--- src/der_pkg.sv ---
// ----------------------------------------------------------------------------
// der_pkg
// shared types and constants for the der tlv element parser
// ----------------------------------------------------------------------------
package der_pkg;

  localparam int unsigned CntW = 4;

  localparam logic [2:0] OP_READ_INT = 3'd0;
  localparam logic [2:0] OP_SEQ_HDR  = 3'd1;
  localparam logic [2:0] OP_SKIP_SEQ = 3'd2;
  localparam logic [2:0] OP_SKIP_INT = 3'd3;
  localparam logic [2:0] OP_OCT_HDR  = 3'd4;
  localparam logic [2:0] OP_BITS_HDR = 3'd5;

  localparam logic [7:0] TAG_INTEGER = 8'h02;
  localparam logic [7:0] TAG_SEQ     = 8'h30;
  localparam logic [7:0] TAG_OCTETS  = 8'h04;
  localparam logic [7:0] TAG_BITS    = 8'h03;
  localparam logic [7:0] LEN_N_MASK  = 8'h7F;

  typedef enum logic [2:0] {
    KIND_HDR      = 3'd0,
    KIND_INT_BYTE = 3'd1,
    KIND_SKIPPED  = 3'd2,
    KIND_TAG_ERR  = 3'd3,
    KIND_LEN_LONG = 3'd4
  } kind_e;

  typedef struct packed {
    logic [7:0]      data;
    logic [2:0]      op;
    logic            op_ok;
    logic            tag_ok;
    logic            long_form;
    logic            n_over;
    logic            n_zero;
    logic [CntW-1:0] n_cnt;
  } class_t;

  function automatic logic [7:0] tag_for_op(input logic [2:0] op);
    logic [7:0] t;
    case (op)
      OP_READ_INT: t = TAG_INTEGER;
      OP_SEQ_HDR:  t = TAG_SEQ;
      OP_SKIP_SEQ: t = TAG_SEQ;
      OP_SKIP_INT: t = TAG_INTEGER;
      OP_OCT_HDR:  t = TAG_OCTETS;
      OP_BITS_HDR: t = TAG_BITS;
      default:     t = 8'h00;
    endcase
    return t;
  endfunction

endpackage

--- src/der_tlv_element_parser.sv ---
// ----------------------------------------------------------------------------
// der_tlv_element_parser
// der tlv element parser: byte classifier, queue, sequencer
// ----------------------------------------------------------------------------
// a result is registered in the sequencer's output register after its byte passes the queue
// throughput: one byte per cycle while the result register is not stalled, set by the single-step sequencer
// the queue absorbs two bytes while the result register is stalled
// reset clears phase, counters, queue pointers and output valid
module der_tlv_element_parser #(
  parameter int unsigned LEN_BYTES_MAX = 4
) (
  input  logic        clk_i,
  input  logic        rst_ni,
  input  logic        in_valid_i,
  output logic        in_ready_o,
  input  logic  [7:0] data_byte_i,
  input  logic  [2:0] opcode_i,
  output logic        out_valid_o,
  input  logic        out_ready_i,
  output logic  [2:0] kind_o,
  output logic  [7:0] value_byte_o,
  output logic [31:0] length_o,
  output logic        last_o
);
  import der_pkg::*;

  class_t cls_in;
  class_t cls_out;
  logic   full, empty, pop;

  der_front #(
    .LEN_BYTES_MAX(LEN_BYTES_MAX)
  ) u_front (
    .data_byte_i(data_byte_i),
    .opcode_i   (opcode_i),
    .class_o    (cls_in)
  );

  der_fifo u_fifo (
    .clk_i  (clk_i),
    .rst_ni (rst_ni),
    .push_i (in_valid_i),
    .wdata_i(cls_in),
    .full_o (full),
    .pop_i  (pop),
    .empty_o(empty),
    .rdata_o(cls_out)
  );

  der_back #(
    .LEN_BYTES_MAX(LEN_BYTES_MAX)
  ) u_back (
    .clk_i       (clk_i),
    .rst_ni      (rst_ni),
    .empty_i     (empty),
    .item_i      (cls_out),
    .pop_o       (pop),
    .out_valid_o (out_valid_o),
    .out_ready_i (out_ready_i),
    .kind_o      (kind_o),
    .value_byte_o(value_byte_o),
    .length_o    (length_o),
    .last_o      (last_o)
  );

  assign in_ready_o = !full;

endmodule

--- src/der_front.sv ---
// ----------------------------------------------------------------------------
// der_front
// classifies each incoming byte as tag, short or long form length
// ----------------------------------------------------------------------------
module der_front #(
  parameter int unsigned LEN_BYTES_MAX = 4
) (
  input  logic            [7:0] data_byte_i,
  input  logic            [2:0] opcode_i,
  output der_pkg::class_t       class_o
);
  import der_pkg::*;

  localparam logic [6:0] LenMax = 7'(LEN_BYTES_MAX);

  logic [6:0] n_raw;

  assign n_raw = 7'(data_byte_i & LEN_N_MASK);

  always_comb begin
    class_o.data      = data_byte_i;
    class_o.op        = opcode_i;
    class_o.op_ok     = (opcode_i <= OP_BITS_HDR);
    class_o.tag_ok    = (data_byte_i == tag_for_op(opcode_i));
    class_o.long_form = data_byte_i[7];
    class_o.n_over    = (n_raw > LenMax);
    class_o.n_zero    = (n_raw == 7'd0);
    class_o.n_cnt     = n_raw[CntW-1:0];
  end

endmodule

--- src/der_fifo.sv ---
// ----------------------------------------------------------------------------
// der_fifo
// two-entry queue between classifier and sequencer
// ----------------------------------------------------------------------------
module der_fifo (
  input  logic            clk_i,
  input  logic            rst_ni,
  input  logic            push_i,
  input  der_pkg::class_t wdata_i,
  output logic            full_o,
  input  logic            pop_i,
  output logic            empty_o,
  output der_pkg::class_t rdata_o
);
  import der_pkg::*;

  class_t     mem_q [2];
  logic       wr_ptr_q, wr_ptr_d;
  logic       rd_ptr_q, rd_ptr_d;
  logic [1:0] cnt_q, cnt_d;
  logic       do_push, do_pop;

  assign full_o  = (cnt_q == 2'd2);
  assign empty_o = (cnt_q == 2'd0);
  assign do_push = push_i && !full_o;
  assign do_pop  = pop_i && !empty_o;
  assign rdata_o = mem_q[rd_ptr_q];

  always_comb begin
    wr_ptr_d = do_push ? !wr_ptr_q : wr_ptr_q;
    rd_ptr_d = do_pop ? !rd_ptr_q : rd_ptr_q;
    cnt_d    = cnt_q + 2'(do_push) - 2'(do_pop);
  end

  always_ff @(posedge clk_i or negedge rst_ni) begin
    if (!rst_ni) begin
      wr_ptr_q <= 1'b0;
      rd_ptr_q <= 1'b0;
      cnt_q    <= 2'd0;
    end else begin
      wr_ptr_q <= wr_ptr_d;
      rd_ptr_q <= rd_ptr_d;
      cnt_q    <= cnt_d;
    end
  end

  always_ff @(posedge clk_i) begin
    if (do_push) begin
      mem_q[wr_ptr_q] <= wdata_i;
    end
  end

endmodule

--- src/der_back.sv ---
// ----------------------------------------------------------------------------
// der_back
// tlv sequencer with registered result output
// ----------------------------------------------------------------------------
module der_back #(
  parameter int unsigned LEN_BYTES_MAX = 4
) (
  input  logic             clk_i,
  input  logic             rst_ni,
  input  logic             empty_i,
  input  der_pkg::class_t  item_i,
  output logic             pop_o,
  output logic             out_valid_o,
  input  logic             out_ready_i,
  output logic       [2:0] kind_o,
  output logic       [7:0] value_byte_o,
  output logic      [31:0] length_o,
  output logic             last_o
);
  import der_pkg::*;

  localparam int unsigned CW = $clog2(LEN_BYTES_MAX + 1);

  typedef enum logic [5:0] {
    PH_TAG     = 6'b000001,
    PH_LEN1    = 6'b000010,
    PH_LENN    = 6'b000100,
    PH_CONTENT = 6'b001000,
    PH_UNUSED  = 6'b010000,
    PH_HALT    = 6'b100000
  } phase_e;

  phase_e      phase_q, phase_d;
  logic [2:0]  op_q, op_d;
  logic [31:0] len_q, len_d;
  logic [31:0] left_q, left_d;
  logic [CW-1:0] nleft_q, nleft_d;

  logic        out_valid_q, out_valid_d;
  kind_e       kind_q, kind_d;
  logic [7:0]  value_q, value_d;
  logic [31:0] length_q, length_d;
  logic        last_q, last_d;

  logic        emit;
  logic        do_hd;
  logic [31:0] hd_len;
  logic [31:0] left_dec;

  assign pop_o    = !empty_i && (!out_valid_q || out_ready_i);
  assign left_dec = left_q - 32'd1;

  always_comb begin
    phase_d  = phase_q;
    op_d     = op_q;
    len_d    = len_q;
    left_d   = left_q;
    nleft_d  = nleft_q;
    emit     = 1'b0;
    kind_d   = KIND_HDR;
    value_d  = 8'h00;
    length_d = 32'd0;
    last_d   = 1'b0;
    do_hd    = 1'b0;
    hd_len   = 32'd0;

    case (phase_q)
      PH_TAG: begin
        if (item_i.op_ok) begin
          op_d = item_i.op;
          if (!item_i.tag_ok) begin
            phase_d = PH_HALT;
            emit    = 1'b1;
            kind_d  = KIND_TAG_ERR;
            value_d = item_i.data;
          end else begin
            phase_d = PH_LEN1;
          end
        end
      end
      PH_LEN1: begin
        len_d = 32'd0;
        if (!item_i.long_form) begin
          hd_len = {24'd0, item_i.data};
          do_hd  = 1'b1;
        end else if (item_i.n_over) begin
          phase_d = PH_HALT;
          emit    = 1'b1;
          kind_d  = KIND_LEN_LONG;
        end else if (item_i.n_zero) begin
          do_hd = 1'b1;
        end else begin
          nleft_d = item_i.n_cnt[CW-1:0];
          phase_d = PH_LENN;
        end
      end
      PH_LENN: begin
        hd_len  = {len_q[23:0], item_i.data};
        len_d   = hd_len;
        nleft_d = nleft_q - CW'(1);
        if (nleft_q == CW'(1)) begin
          do_hd = 1'b1;
        end
      end
      PH_CONTENT: begin
        left_d = left_dec;
        if (op_q == OP_READ_INT) begin
          emit     = 1'b1;
          kind_d   = KIND_INT_BYTE;
          value_d  = item_i.data;
          length_d = len_q;
          last_d   = (left_dec == 32'd0);
          if (left_dec == 32'd0) begin
            phase_d = PH_TAG;
          end
        end else if (left_dec == 32'd0) begin
          phase_d  = PH_TAG;
          emit     = 1'b1;
          kind_d   = KIND_SKIPPED;
          length_d = len_q;
          last_d   = 1'b1;
        end
      end
      PH_UNUSED: begin
        phase_d  = PH_TAG;
        emit     = 1'b1;
        kind_d   = KIND_HDR;
        value_d  = item_i.data;
        length_d = len_q;
      end
      default: begin
      end
    endcase

    if (do_hd) begin
      len_d  = hd_len;
      left_d = hd_len;
      case (op_q)
        OP_READ_INT: begin
          phase_d  = (hd_len == 32'd0) ? PH_TAG : PH_CONTENT;
          emit     = 1'b1;
          kind_d   = KIND_HDR;
          length_d = hd_len;
          last_d   = (hd_len == 32'd0);
        end
        OP_SKIP_SEQ, OP_SKIP_INT: begin
          if (hd_len == 32'd0) begin
            phase_d = PH_TAG;
            emit    = 1'b1;
            kind_d  = KIND_SKIPPED;
            last_d  = 1'b1;
          end else begin
            phase_d = PH_CONTENT;
          end
        end
        OP_BITS_HDR: begin
          phase_d = PH_UNUSED;
        end
        default: begin
          phase_d  = PH_TAG;
          emit     = 1'b1;
          kind_d   = KIND_HDR;
          length_d = hd_len;
        end
      endcase
    end

    if (pop_o && emit) begin
      out_valid_d = 1'b1;
    end else begin
      out_valid_d = out_valid_q && !out_ready_i;
    end
  end

  always_ff @(posedge clk_i or negedge rst_ni) begin
    if (!rst_ni) begin
      phase_q     <= PH_TAG;
      op_q        <= OP_READ_INT;
      len_q       <= 32'd0;
      left_q      <= 32'd0;
      nleft_q     <= '0;
      out_valid_q <= 1'b0;
    end else begin
      out_valid_q <= out_valid_d;
      if (pop_o) begin
        phase_q <= phase_d;
        op_q    <= op_d;
        len_q   <= len_d;
        left_q  <= left_d;
        nleft_q <= nleft_d;
      end
    end
  end

  always_ff @(posedge clk_i) begin
    if (pop_o && emit) begin
      kind_q   <= kind_d;
      value_q  <= value_d;
      length_q <= length_d;
      last_q   <= last_d;
    end
  end

  assign out_valid_o  = out_valid_q;
  assign kind_o       = kind_q;
  assign value_byte_o = value_q;
  assign length_o     = length_q;
  assign last_o       = last_q;

endmodule

--- config.mk ---
export PLATFORM = sky130hd
export DESIGN_NAME = der_tlv_element_parser
export DESIGN_NICKNAME = d
export VERILOG_FILES = /design/src/der_pkg.sv /design/src/der_tlv_element_parser.sv /design/src/der_front.sv /design/src/der_fifo.sv /design/src/der_back.sv
export SDC_FILE = /design/constraint.sdc
export NUM_CORES = 1
export LEC_CHECK = 0
export ABC_AREA = 1
export BUFFER_PORTS_ARGS = -buffer_cell sky130_fd_sc_hd__buf_2
export CAP_MARGIN = 40
export CELL_PAD_IN_SITES_DETAIL_PLACEMENT = 0
export CELL_PAD_IN_SITES_GLOBAL_PLACEMENT = 1
export CORE_UTILIZATION = 45
export DETAILED_ROUTE_END_ITERATION = 12
export GPL_ROUTABILITY_DRIVEN = 0
export PLACE_DENSITY = 0.81
export RECOVER_POWER = 100
export SLEW_MARGIN = 10
export SYNTH_ARGS = -nofsm -noshare
export SYNTH_HDL_FRONTEND = slang
export SYNTH_SLANG_ARGS = --single-unit
--- constraint.sdc ---
create_clock -name clk_i -period 5.2 [get_ports clk_i]
set_clock_uncertainty 0.1 [all_clocks]
set_input_delay 0.26 -clock clk_i [delete_from_list [all_inputs] [get_ports clk_i]]
set_output_delay 0.26 -clock clk_i [all_outputs]
set_load 0.03 [all_outputs]
==> results_dict.tcl <==
set metrics [dict create \
    power_uw 2950 \
    die_h_um 137 \
    overflow 0 \
    layout-drive-gt1-share 0.0768 \
    leakagePower_uw 0.00409 \
    grt_max_degree 45 \
    crit_path_end_kind "flip-flop" \
    clk_path_buf_depth 2 \
    placed_cell_area_um2 8680 \
    htreeDepth 4 \
    dieArea_um2 18700 \
    syn_to_final_growth_pct 13.2 \
    post-dp-hpwl_um 15400 \
    syn-instance-count 999 \
    layout_min_cycle_time_ns 4.18 \
    syn-num-nets 1020 \
    ioPinCount 61 \
    vdd_ir_drop_max_v 0.000210 \
    critPathKind "flip-flop to flip-flop" \
    hold_violations 0 \
    ys_seq_area_frac 0.520 \
    place_ws_ns 1.47 \
    status "finished, violations left" \
    fillCellCount 1721 \
    antenna_found_initial 0 \
    vias 6799 \
    wl_per_cell_um 16.2 \
    drt_iter0_drc 501 \
    crit_arrival_ns 4.43 \
    initial_core_util 0.466 \
    die_w_um 137 \
    grt_pass1_vias 6446 \
    cts_tree "yes" \
    synth.ff_latch_count 155 \
    max_freq_ghz 0.239 \
    hp-class "input port to flip-flop" \
    wl_um 21100 \
    relSlewSlack -0.501 \
    layout.nets 1089 \
    violations "max-capacitance violations, max-slew violations" \
    avgSynthCellArea_um2 8.19 \
    cts_hold_buffers 12 \
    rsz0062_at_grt "no" \
    ant_nets 0 \
    std_cell_rows 48 \
    cts_root_buffer "clkbuf_16" \
    startpoint_type "flip-flop" \
    cts.repair.resized 0 \
    cts.clk_slew.worst_paths_ns 0.07 \
    required_ns 5.45 \
    cts_made_buffers 17 \
    max_cap_viol_count 1 \
    setup_viol 0 \
    tightestPinTransition_ns 2.25 \
    viasPerCell 5.21 \
    power_density_nw_per_um2 319 \
    track_usage 0.241 \
    synth_area_um2 8180 \
    post_cts_buffers 0 \
    drc 0 \
    first_pass_iters 6 \
    timing.final.crit_share 0.804 \
    grt_pass1_wl_um 33600 \
    clk_latency_ns 0.44 \
    ys_types 47 \
    min_path_cells 4 \
    portBuffers 60 \
    diodes 0 \
    final_cell_area_um2 9260 \
    core_area_um2 17500 \
    clock-sinks 155 \
    slew_violations 39 \
    worst-path-max-fanout 35 \
    fin_ws_ns 1.02 \
    rr_worst_depth 13 \
    yosys_warnings 0 \
    tns_ns 0 \
]
## critical path, cell delays in order (launching register included)
cell and delay, ns:
dfrtp_1 0.42, inv_1 0.07, nand2_1 0.08, nor2_1 0.09, nand2_1 0.05, buf_4 0.21, inv_1 0.55, nand3b_1 0.16
nand2_1 0.68, o21ai_1 0.21, inv_1 0.81, buf_4 0.43, nor2_1 0.07, a31oi_1 0.15
## placed cells by master (no fill, tap or decap), types with 2 or more instances in the layout
master | Yosys | layout
a21oi_1 | 14 | 13
a21oi_2 | 1 | 2
a31oi_1 | 19 | 19
buf_2 | 8 | 2
buf_4 | 2 | 4
clkbuf_1 | 14 | 62
clkbuf_16 | 0 | 17
clkinv_1 | 1 | 2
clkinv_2 | 0 | 2
clkinv_4 | 0 | 4
dfrtp_1 | 80 | 80
dlygate4sd3_1 | 0 | 12
edfxtp_1 | 74 | 74
ha_1 | 6 | 6
inv_1 | 106 | 107
inv_6 | 0 | 2
inv_8 | 0 | 3
mux2i_1 | 5 | 5
nand2_1 | 277 | 279
nand2_2 | 10 | 8
nand2_4 | 3 | 3
nand3_1 | 47 | 47
nand3_2 | 5 | 5
nand3b_1 | 3 | 3
nand4_1 | 10 | 10
nor2_1 | 140 | 140
nor2_2 | 15 | 15
nor2_4 | 4 | 4
nor3_1 | 6 | 6
nor4_1 | 6 | 6
o211ai_1 | 6 | 6
o21ai_0 | 70 | 96
o21ai_1 | 36 | 10
o31ai_1 | 2 | 2
xnor2_1 | 3 | 3
xor2_1 | 6 | 6
## synth_stat cells (all sizes together)
cell | number | area [um^2]
buf | 16 | 111
o211ai | 6 | 45.0
nor2 | 160 | 684
nand3 | 52 | 285
edfxtp | 74 | 2220
clkbuf | 16 | 71.3
o31ai | 2 | 15.0
a41oi | 1 | 8.76
nor3 | 7 | 40.0
dfrtp | 80 | 2000
nand2 | 290 | 1140
or2 | 2 | 12.5
a31o | 1 | 8.76
nand3b | 3 | 22.5
nand4 | 12 | 96.3
mux2i | 5 | 50.1
inv | 107 | 402
nor4 | 6 | 37.5
clkinv | 1 | 3.75
xnor2 | 3 | 26.3
o21a | 1 | 7.51
a21oi | 15 | 78.8
xor2 | 6 | 52.6
dfstp | 1 | 26.3
o21ai | 106 | 531
a31oi | 19 | 119
ha | 6 | 75.1
a21boi | 1 | 7.51
## flip-flops by register name, summed over array words and instances (netlist names), 2 cells and up
register	cells
u_back.kind_o	3
u_back.left_q	32
u_back.len_q	32
u_back.length_o	32
u_back.nleft_q	3
u_back.op_q	3
u_back.phase_q	6
u_back.value_byte_o	8
u_fifo.cnt_q	2
u_fifo.mem_q	30
## through the flow
stage / cells / utilization / hold WS [ns]
3_3_place_gp: 1260 / 0.493 / 0.180
3_5_place_dp: 1262 / 0.495 / 0.180
6_report: 1306 / 0.528 / 0.0736
5_1_grt: 1306 / 0.528 / 0.0698
4_1_cts: 1306 / 0.534 / 0.0639
2_1_floorplan: 999 / - / -0.136
## kinds of logic after synthesis
family | count (synthesis) | synth area share
xor+xnor | 9 | 0.00964
simple gates | 532 | 0.283
mux | 5 | 0.00612
flops | 155 | 0.520
fa+ha+maj | 6 | 0.00918
buf+inv | 140 | 0.0719
compound gates | 152 | 0.100
## cell type report
cell class              count  area, um^2  share of cell area
clock inverters            15         143              0.0154
multi-input cells         704        3340               0.360
well taps                 225         282              0.0304
repair buffers             82         418              0.0451
clock buffers              17         425              0.0459
inverters                 108         405              0.0438
flip-flops and latches    155        4250               0.459
## path summary, 6_finish.rpt
check	startpoint	to	slack (ns)
hold reg to reg	u_back.len_q[28]$_DFFE_PN0P_	u_back.len_q[28]$_DFFE_PN0P_	0.37
max in group asynchronous	rst_ni	u_back.len_q[19]$_DFFE_PN0P_	1.97
min in group asynchronous	rst_ni	u_back.left_q[7]$_DFFE_PN0P_	0.92
setup / recovery	u_back.phase_q[1]$_DFFE_PN0P_	u_back.left_q[25]$_DFFE_PN0P_	1.02
hold / removal	out_ready_i	u_back.out_valid_o$_DFF_PN0_	0.07
setup reg to reg	u_back.phase_q[1]$_DFFE_PN0P_	u_back.left_q[25]$_DFFE_PN0P_	1.02
## routing by layer
metal  wire length (um)  up-vias  GRT usage
met4                526        0     0.0910
met5                  0        -          0
met3                854       32     0.0374
met2              10200      174      0.401
met1               9550     3201      0.316
li1                   -     3392          -
## where the power goes
group / total, uW / switching (uW) / internal (uW) / leakage (uW)
clock network: 1210 / 540 / 668 / 0.000277
registers: 1420 / 52.9 / 1370 / 0.00176
logic: 319 / 223 / 96.1 / 0.00205
total: 2950 / 816 / 2140 / 0.00409
Power figures use the tool's default switching activity.
